**src/hw/rtl/ckf_pkg.sv**
```systemverilog
// Shared types and constants for the coalescing key FIFO.
// No dependencies; imported by every RTL file of the block.
package ckf_pkg;

    localparam int DEPTH      = 16;
    localparam int KEY_BITS   = 16;
    localparam int VALUE_BITS = 32;
    localparam int CNT_W      = $clog2(DEPTH + 1);

    // Fixed field widths on the stream ports.
    localparam int KEY_FIELD_W    = 16;
    localparam int VALUE_FIELD_W  = 32;
    localparam int COUNT_FIELD_W  = 5;
    localparam int STATUS_FIELD_W = 3;
    localparam int IN_DATA_W      = 48;
    localparam int OUT_DATA_W     = 56;
    localparam int OUT_PAD_W      = OUT_DATA_W - KEY_FIELD_W - VALUE_FIELD_W - COUNT_FIELD_W;

    typedef enum logic [0:0] {
        CMD_PUSH = 1'b0,
        CMD_POP  = 1'b1
    } ckf_cmd_t;

    typedef enum logic [STATUS_FIELD_W-1:0] {
        ST_APPENDED  = 3'd0,
        ST_COALESCED = 3'd1,
        ST_DROPPED   = 3'd2,
        ST_POPPED    = 3'd3,
        ST_EMPTY     = 3'd4
    } ckf_status_t;

    // Contents of one cell.
    typedef struct packed {
        logic                  valid;
        logic [KEY_BITS-1:0]   key;
        logic [VALUE_BITS-1:0] value;
    } ckf_entry_t;

    // Operation broadcast to the row for one accepted request.
    typedef struct packed {
        logic                  push;
        logic                  pop;
        logic                  append;
        logic [KEY_BITS-1:0]   key;
        logic [VALUE_BITS-1:0] value;
    } ckf_op_t;

endpackage

```
**src/hw/rtl/coalescing_key_fifo_top.sv**
```systemverilog
// Top level of the coalescing key FIFO: stream ports, result register, count.
// Depends on ckf_pkg and ckf_chain.
//
//   channel | dir | tdata (low bit up)                       | tuser
//   --------+-----+------------------------------------------+----------------
//   s_*     | in  | item_key[15:0], item_value[31:0]         | cmd (0 push, 1 pop)
//   m_*     | out | out_key[15:0], out_value[31:0],          | status[2:0]
//           |     | pending_count[4:0], 3 zero bits          |
//
// Cycles: one request per clock while s_tready is high. All cells compare the key in the same cycle
// and the whole row shifts or writes at the accepting edge, which also loads the
// result into the output register.
// Stalls: s_tready drops only while a result waits in the output register and
// m_tready is low; a result taken in the same cycle frees the slot at once.
// Reset: every cell empty, no result pending; cell keys and values stay unset.
module coalescing_key_fifo_top (
    input  logic                              clk,
    input  logic                              rst_n,
    input  logic                              s_tvalid,
    output logic                              s_tready,
    input  logic [ckf_pkg::IN_DATA_W-1:0]     s_tdata,  // item_key, item_value
    input  logic [0:0]                        s_tuser,  // cmd
    output logic                              m_tvalid,
    input  logic                              m_tready,
    output logic [ckf_pkg::OUT_DATA_W-1:0]    m_tdata,  // out_key, out_value, pending_count
    output logic [ckf_pkg::STATUS_FIELD_W-1:0] m_tuser  // status
);
    import ckf_pkg::*;

    logic                       accept;
    logic                       is_push;
    logic                       is_pop;
    logic [KEY_BITS-1:0]        in_key;
    logic [VALUE_BITS-1:0]      in_value;
    ckf_entry_t                 head;
    logic                       hit_any;
    logic                       full;

    logic [CNT_W-1:0]           count_reg;
    logic [CNT_W-1:0]           count_next;
    logic                       out_valid_reg;
    logic                       out_valid_next;
    ckf_status_t                status_reg;
    ckf_status_t                status_next;
    logic [KEY_FIELD_W-1:0]     okey_reg;
    logic [KEY_FIELD_W-1:0]     okey_next;
    logic [VALUE_FIELD_W-1:0]   oval_reg;
    logic [VALUE_FIELD_W-1:0]   oval_next;
    logic [COUNT_FIELD_W-1:0]   ocount_reg;

    // Take a new request whenever the result slot is free or draining.
    assign s_tready = !out_valid_reg || m_tready;
    assign accept   = s_tvalid && s_tready;

    assign in_key   = s_tdata[KEY_BITS-1:0];
    assign in_value = s_tdata[KEY_FIELD_W +: VALUE_BITS];

    // Pop on an empty row leaves the cells alone.
    assign is_push  = accept && (ckf_cmd_t'(s_tuser[0]) == CMD_PUSH);
    assign is_pop   = accept && (ckf_cmd_t'(s_tuser[0]) == CMD_POP) && (count_reg != '0);

    ckf_chain u_chain (
        .clk     (clk),
        .rst_n   (rst_n),
        .push    (is_push),
        .pop     (is_pop),
        .key     (in_key),
        .value   (in_value),
        .head    (head),
        .hit_any (hit_any),
        .full    (full)
    );

    // Classify the request and build the result.
    always_comb
    begin
        status_next = ST_APPENDED;
        okey_next   = '0;
        oval_next   = '0;
        count_next  = count_reg;
        if (ckf_cmd_t'(s_tuser[0]) == CMD_PUSH)
        begin
            if (hit_any)
            begin
                status_next = ST_COALESCED;
            end
            else if (full)
            begin
                status_next = ST_DROPPED;
            end
            else
            begin
                status_next = ST_APPENDED;
                count_next  = count_reg + CNT_W'(1);
            end
        end
        else if (count_reg == '0)
        begin
            status_next = ST_EMPTY;
        end
        else
        begin
            status_next = ST_POPPED;
            okey_next   = KEY_FIELD_W'(head.key);
            oval_next   = VALUE_FIELD_W'(head.value);
            count_next  = count_reg - CNT_W'(1);
        end
    end

    // Hold the result until taken; a new request refills the slot.
    always_comb
    begin
        out_valid_next = out_valid_reg;
        if (accept)
        begin
            out_valid_next = 1'b1;
        end
        else if (m_tready)
        begin
            out_valid_next = 1'b0;
        end
    end

    always_ff @(posedge clk or negedge rst_n)
    begin
        if (!rst_n)
        begin
            count_reg     <= '0;
            out_valid_reg <= 1'b0;
        end
        else
        begin
            out_valid_reg <= out_valid_next;
            if (accept)
            begin
                count_reg <= count_next;
            end
        end
    end

    always_ff @(posedge clk)
    begin
        if (accept)
        begin
            status_reg <= status_next;
            okey_reg   <= okey_next;
            oval_reg   <= oval_next;
            ocount_reg <= COUNT_FIELD_W'(count_next);
        end
    end

    assign m_tvalid = out_valid_reg;
    assign m_tuser  = status_reg;
    assign m_tdata  = {{OUT_PAD_W{1'b0}}, ocount_reg, oval_reg, okey_reg};

endmodule

```
**src/hw/rtl/ckf_cell.sv**
```systemverilog
// One storage cell of the key row: holds a key, a value and an occupancy bit.
// Depends on ckf_pkg.
module ckf_cell (
    input  logic               clk,
    input  logic               rst_n,
    input  ckf_pkg::ckf_op_t   op,
    input  ckf_pkg::ckf_entry_t upper,      // neighbor toward the tail
    input  logic               lower_valid, // neighbor toward the head is occupied
    output ckf_pkg::ckf_entry_t entry,
    output logic               hit
);
    import ckf_pkg::*;

    logic                  valid_reg;
    logic                  valid_next;
    logic [KEY_BITS-1:0]   key_reg;
    logic [KEY_BITS-1:0]   key_next;
    logic [VALUE_BITS-1:0] value_reg;
    logic [VALUE_BITS-1:0] value_next;
    logic                  append_here;

    assign hit         = valid_reg && (key_reg == op.key);
    assign append_here = op.append && !valid_reg && lower_valid;

    always_comb
    begin
        valid_next = valid_reg;
        key_next   = key_reg;
        value_next = value_reg;
        if (op.pop)
        begin
            // shift toward the head
            valid_next = upper.valid;
            key_next   = upper.key;
            value_next = upper.value;
        end
        else if (append_here)
        begin
            valid_next = 1'b1;
            key_next   = op.key;
            value_next = op.value;
        end
        else if (op.push && hit)
        begin
            value_next = op.value;
        end
    end

    always_ff @(posedge clk or negedge rst_n)
    begin
        if (!rst_n)
        begin
            valid_reg <= 1'b0;
        end
        else
        begin
            valid_reg <= valid_next;
        end
    end

    always_ff @(posedge clk)
    begin
        key_reg   <= key_next;
        value_reg <= value_next;
    end

    assign entry.valid = valid_reg;
    assign entry.key   = key_reg;
    assign entry.value = value_reg;

endmodule

```
**src/hw/rtl/ckf_chain.sv**
```systemverilog
// Row of DEPTH cells, head at cell 0; merges the per-cell match flags.
// Depends on ckf_pkg and ckf_cell.
module ckf_chain (
    input  logic                clk,
    input  logic                rst_n,
    input  logic                push,
    input  logic                pop,
    input  logic [ckf_pkg::KEY_BITS-1:0]   key,
    input  logic [ckf_pkg::VALUE_BITS-1:0] value,
    output ckf_pkg::ckf_entry_t head,
    output logic                hit_any,
    output logic                full
);
    import ckf_pkg::*;

    ckf_entry_t             cells [DEPTH];
    ckf_entry_t             uppers [DEPTH];
    logic [DEPTH-1:0]       lower_valid;
    logic [DEPTH-1:0]       hits;
    ckf_op_t                op;

    assign hit_any = |hits;
    assign full    = cells[DEPTH-1].valid;

    always_comb
    begin
        op.push   = push;
        op.pop    = pop;
        op.append = push && !hit_any && !full;
        op.key    = key;
        op.value  = value;
    end

    genvar i;
    generate
        for (i = 0; i < DEPTH; i++)
        begin : g_cell
            if (i == DEPTH - 1)
            begin : g_tail
                assign uppers[i] = '0;
            end
            else
            begin : g_mid
                assign uppers[i] = cells[i+1];
            end

            if (i == 0)
            begin : g_head
                assign lower_valid[i] = 1'b1;
            end
            else
            begin : g_rest
                assign lower_valid[i] = cells[i-1].valid;
            end

            ckf_cell u_cell (
                .clk         (clk),
                .rst_n       (rst_n),
                .op          (op),
                .upper       (uppers[i]),
                .lower_valid (lower_valid[i]),
                .entry       (cells[i]),
                .hit         (hits[i])
            );
        end
    endgenerate

    assign head = cells[0];

endmodule

```
**config.mk**
```make
export PLATFORM = sky130hd
export DESIGN_NAME = coalescing_key_fifo_top
export DESIGN_NICKNAME = d
export VERILOG_FILES = /design/src/hw/rtl/ckf_pkg.sv /design/src/hw/rtl/coalescing_key_fifo_top.sv /design/src/hw/rtl/ckf_cell.sv /design/src/hw/rtl/ckf_chain.sv
export SDC_FILE = /design/constraint.sdc
export NUM_CORES = 2
export LEC_CHECK = 0
export BUFFER_PORTS_ARGS = -buffer_cell sky130_fd_sc_hd__buf_2
export CAP_MARGIN = 20
export CORE_UTILIZATION = 60
export DETAILED_ROUTE_END_ITERATION = 8
export GPL_TIMING_DRIVEN = 0
export PLACE_DENSITY = 0.77
export SETUP_SLACK_MARGIN = 0.15
export SYNTH_ARGS = -nofsm -noshare
export SYNTH_HDL_FRONTEND = slang
export SYNTH_SLANG_ARGS = --single-unit
```
**constraint.sdc**
```tcl
create_clock -name clk -period 13.5 [get_ports clk]
set_input_delay 2.025 -clock clk [delete_from_list [all_inputs] [get_ports clk]]
set_output_delay 2.025 -clock clk [all_outputs]
set_load 0.05 [all_outputs]
```
==> results by group <==
Detailed routing
  • Vias per inst: 6.02
  • DR WL/cell: 22.8 um
  • Via count: 22248
  • DRT antenna net count: 0
  • Iteration count of the initial detailed-routing pass: 6
  • Drt total wl: 84.1 mm
  • DRC errors left: 0
  • First DRT Iteration DRCs: 2078

Timing
  • Setup Skew: 0.0260 ns
  • Final setup violation count: 0
  • Max Freq: 192 MHz
  • Fin. max-slew vios: 0
  • Tcrit/Tclk final: 0.386
  • Setup_tns: 0 ns
  • Hold Fails Final Rpt: 0
  • RSZ-0062 raised after global routing: false
  • Worst relative slew slack: 0.250
  • Worst-margin pin slew: 1.12 ns
  • Minimum clock period after layout: 5.21 ns

Place
  • RePlAce Congestion: around 0.94
  • Placement-stage cell area: 38800 um^2
  • Placed Cells: 3542
  • Hpwl dp: 62.2 mm
  • Port Buffers: 94

Clocking
  • Worst-path clk slew: 0.06 ns
  • Clk buf depth: 3
  • CTS Sinks: about 850
  • CTS tree: done
  • Worst-Skew Late Latency: 0.65 ns
  • Clock root cell: clkbuf_16
  • Post-cts sizing count: 0
  • Post-CTS setup buffer count: 0
  • CTS hold repair buffers: 0
  • Num CTS Buffers: 83
  • H-tree Lvls: 3

Worst setup path
  • Critical Path End Type: flop
  • Crit path max fanout: 12
  • Critical path, cell by cell: buf_6 -> buf_6 -> xor2_1 -> nor4_1 -> nand4_1 -> o22ai_1 -> nor4_4 -> nand4_1 -> clkbuf_1 -> o31ai_2 -> buf_4
  • Slowest cell on crit path: nor4_4
  • CP Class: in -> reg
  • CP arrival: ~5.5 ns
  • Worst path required time: 13.84 ns
  • CP peak stage delay: 0.73 ns
  • Startpoint Class: input pin

Pwr
  • Worst VDD drop: between 0.09 and 0.1 mV
  • Leak: 18.0 nW
  • Pwr dens: about 160 nW/um^2

Cells and area
  • Filler cell count: approximately 4200
  • Final #Nets: 2901
  • Most frequent cells in the layout: edfxtp_1 (776), a21o_1 (721), xor2_1 (225)
  • Most common cell after layout, fill and taps aside: edfxtp_1
  • Largest register FFs: around 500
  • Finished Layout Cells: 3696
  • Synth-to-Final Area Change: 12.1%
  • Finished Cell Area: 41400 um^2
  • Post-layout util: 0.684
  • Layout cells sized above 1: 0.129

Synth
  • Post-synthesis async set-or-reset flop share: 0.0260
  • Top FF cell, synth: edfxtp_1
  • Post-Syn Instances: roughly 2600
  • Seq/Total Area, Yosys: 0.672
  • YS warnings: 0
  • Yosys cell types: 46
  • Seq cells post-synth: 846
  • Mapped cell area: around 37000 um^2
  • EDFF count, synth: 776
  • Synthesized area per cell: ~14 um^2

Global routing
  • Overall routing resource usage: 0.267
  • Vias in the first global route: around 22000
  • Initial antenna violation count: 1
  • Pin count of the biggest net entering global routing: 41
  • Global-route wire length before repair: 127 mm
  • Total congestion overflow: 0

Floorplanning
  • Initial Utilization: 0.610
  • Die X: about 250 um
  • Core area: 60600 um^2
  • Die area: 62600 um^2
  • Die H: approximately 250 um
  • FP Rows: 90
  • IO Count: 114

Run
  • Max Cap Viol: 0

Outcome
  • Status: complete, no violations

Min path
  • Hold Crit Class: reg -> reg
[final cells by class]
class / instances / area, um^2 / area share
clock inverter: 37 / 307 / 0.00740
multi-input combinational: 1514 / 10800 / 0.260
timing repair buffer: 123 / 828 / 0.0200
clock buffer: 115 / 2280 / 0.0550
tap: 782 / 978 / 0.0236
buffer: 260 / 1390 / 0.0336
sequential: 846 / 24800 / 0.599
antenna: 1 / 2.50 / 0.0000604
inverter: 18 / 67.6 / 0.00163
[metal layers]
| layer | GRT usage | part of all wire | up-vias |
|---|---|---|---|
| met4 | 0.0929 | 0.028 | 0 |
| met1 | 0.368 | 0.42 | 11053 |
| met2 | 0.427 | 0.47 | 895 |
| li1 | - | - | 10140 |
| met3 | 0.0534 | 0.076 | 160 |
| met5 | 0 | 0 | - |
[power by group]
part | internal, mW | switching (mW)
Combinational | 0.338 | 0.618
Sequential | 3.23 | 0.147
Clock | 1.23 | 0.983
Total | 4.80 | 1.75
[cells in the mapped netlist, types with 2 or more instances]
cell / number / area, um^2
o22ai_1: 6 / 37.5
dfxtp_1: 48 / 961
a211oi_1: 2 / 15.0
ha_1: 2 / 25.0
buf_2: 71 / 355
nor4_1: 48 / 300
o22ai_2: 3 / 37.5
o22a_1: 14 / 123
buf_6: 21 / 236
o311ai_1: 2 / 17.5
or4_1: 5 / 37.5
clkbuf_1: 145 / 544
nor2b_1: 3 / 18.8
buf_1: 5 / 18.8
a31oi_1: 2 / 12.5
and4_1: 2 / 17.5
a21oi_1: 49 / 245
buf_12: 4 / 80.1
o211ai_1: 2 / 15.0
nor4_4: 2 / 42.5
edfxtp_1: 776 / 23300
nor3_1: 20 / 100
inv_1: 18 / 67.6
nand4_2: 4 / 50.1
dfrtp_1: 22 / 551
nor2_1: 30 / 113
and2_1: 99 / 619
nand4_1: 18 / 113
buf_4: 7 / 52.6
a21o_1: 721 / 5410
or2_2: 2 / 12.5
xor2_1: 225 / 1970
xnor2_1: 35 / 307
nand3_1: 51 / 255
nand2b_1: 7 / 43.8
nand2_1: 72 / 270
buf_8: 7 / 105
o21ai_0: 78 / 390
[cells by family (layout without fill, tap and decap cells)]
group / count (synthesis) / count (layout) / synth area share
buffers and inverters: 278 / 553 / 0.0395
other: 1 / 4 / 0.000102
multiplexers: 1 / 1 / 0.000271
AO/OA/AOI/OAI: 881 / 881 / 0.171
adder cells (fa/ha/maj): 2 / 2 / 0.000677
XOR/XNOR: 260 / 260 / 0.0616
AND/OR/NAND/NOR: 367 / 367 / 0.0548
flip-flops: 846 / 846 / 0.672
[metrics by stage]
stage / power (mW) / setup WS, ns / hold slack [ns]
5_1_grt: 6.76 / 8.21 / 0.484
3_5_place_dp: 4.35 / 7.80 / 0.460
3_3_place_gp: 4.28 / 4.95 / 0.457
4_1_cts: 6.54 / 8.46 / 0.470
2_1_floorplan: 4.05 / 6.39 / 0.448
6_report: 6.55 / 8.29 / 0.474
[worst max-delay path, delay by kind of cell]
| kind | cells | cell delay [ns] |
|---|---|---|
| compound gates | 2 | 0.73 |
| simple gates | 4 | 1.45 |
| xor+xnor | 1 | 0.21 |
| buf+inv | 4 | 1.09 |
[worst paths after layout]
check,end,slack (ns),startpoint,cells after the start
hold / removal,u_chain.g_cell[15].u_cell.value_reg[13],0.47,u_chain.g_cell[15].u_cell.value_reg[13],2
setup / recovery,u_chain.g_cell[14].u_cell.key_reg[10],8.29,s_tdata[13],11
min in group asynchronous,count_reg[3],1.42,rst_n,1
hold reg to reg,u_chain.g_cell[15].u_cell.value_reg[13],0.47,u_chain.g_cell[15].u_cell.value_reg[13],2
setup reg to reg,u_chain.g_cell[9].u_cell.value_reg[19],9.20,count_reg[0],10
max in group asynchronous,u_chain.g_cell[4].u_cell.valid_reg,11.65,rst_n,1
(Power assumes the default switching activity.)
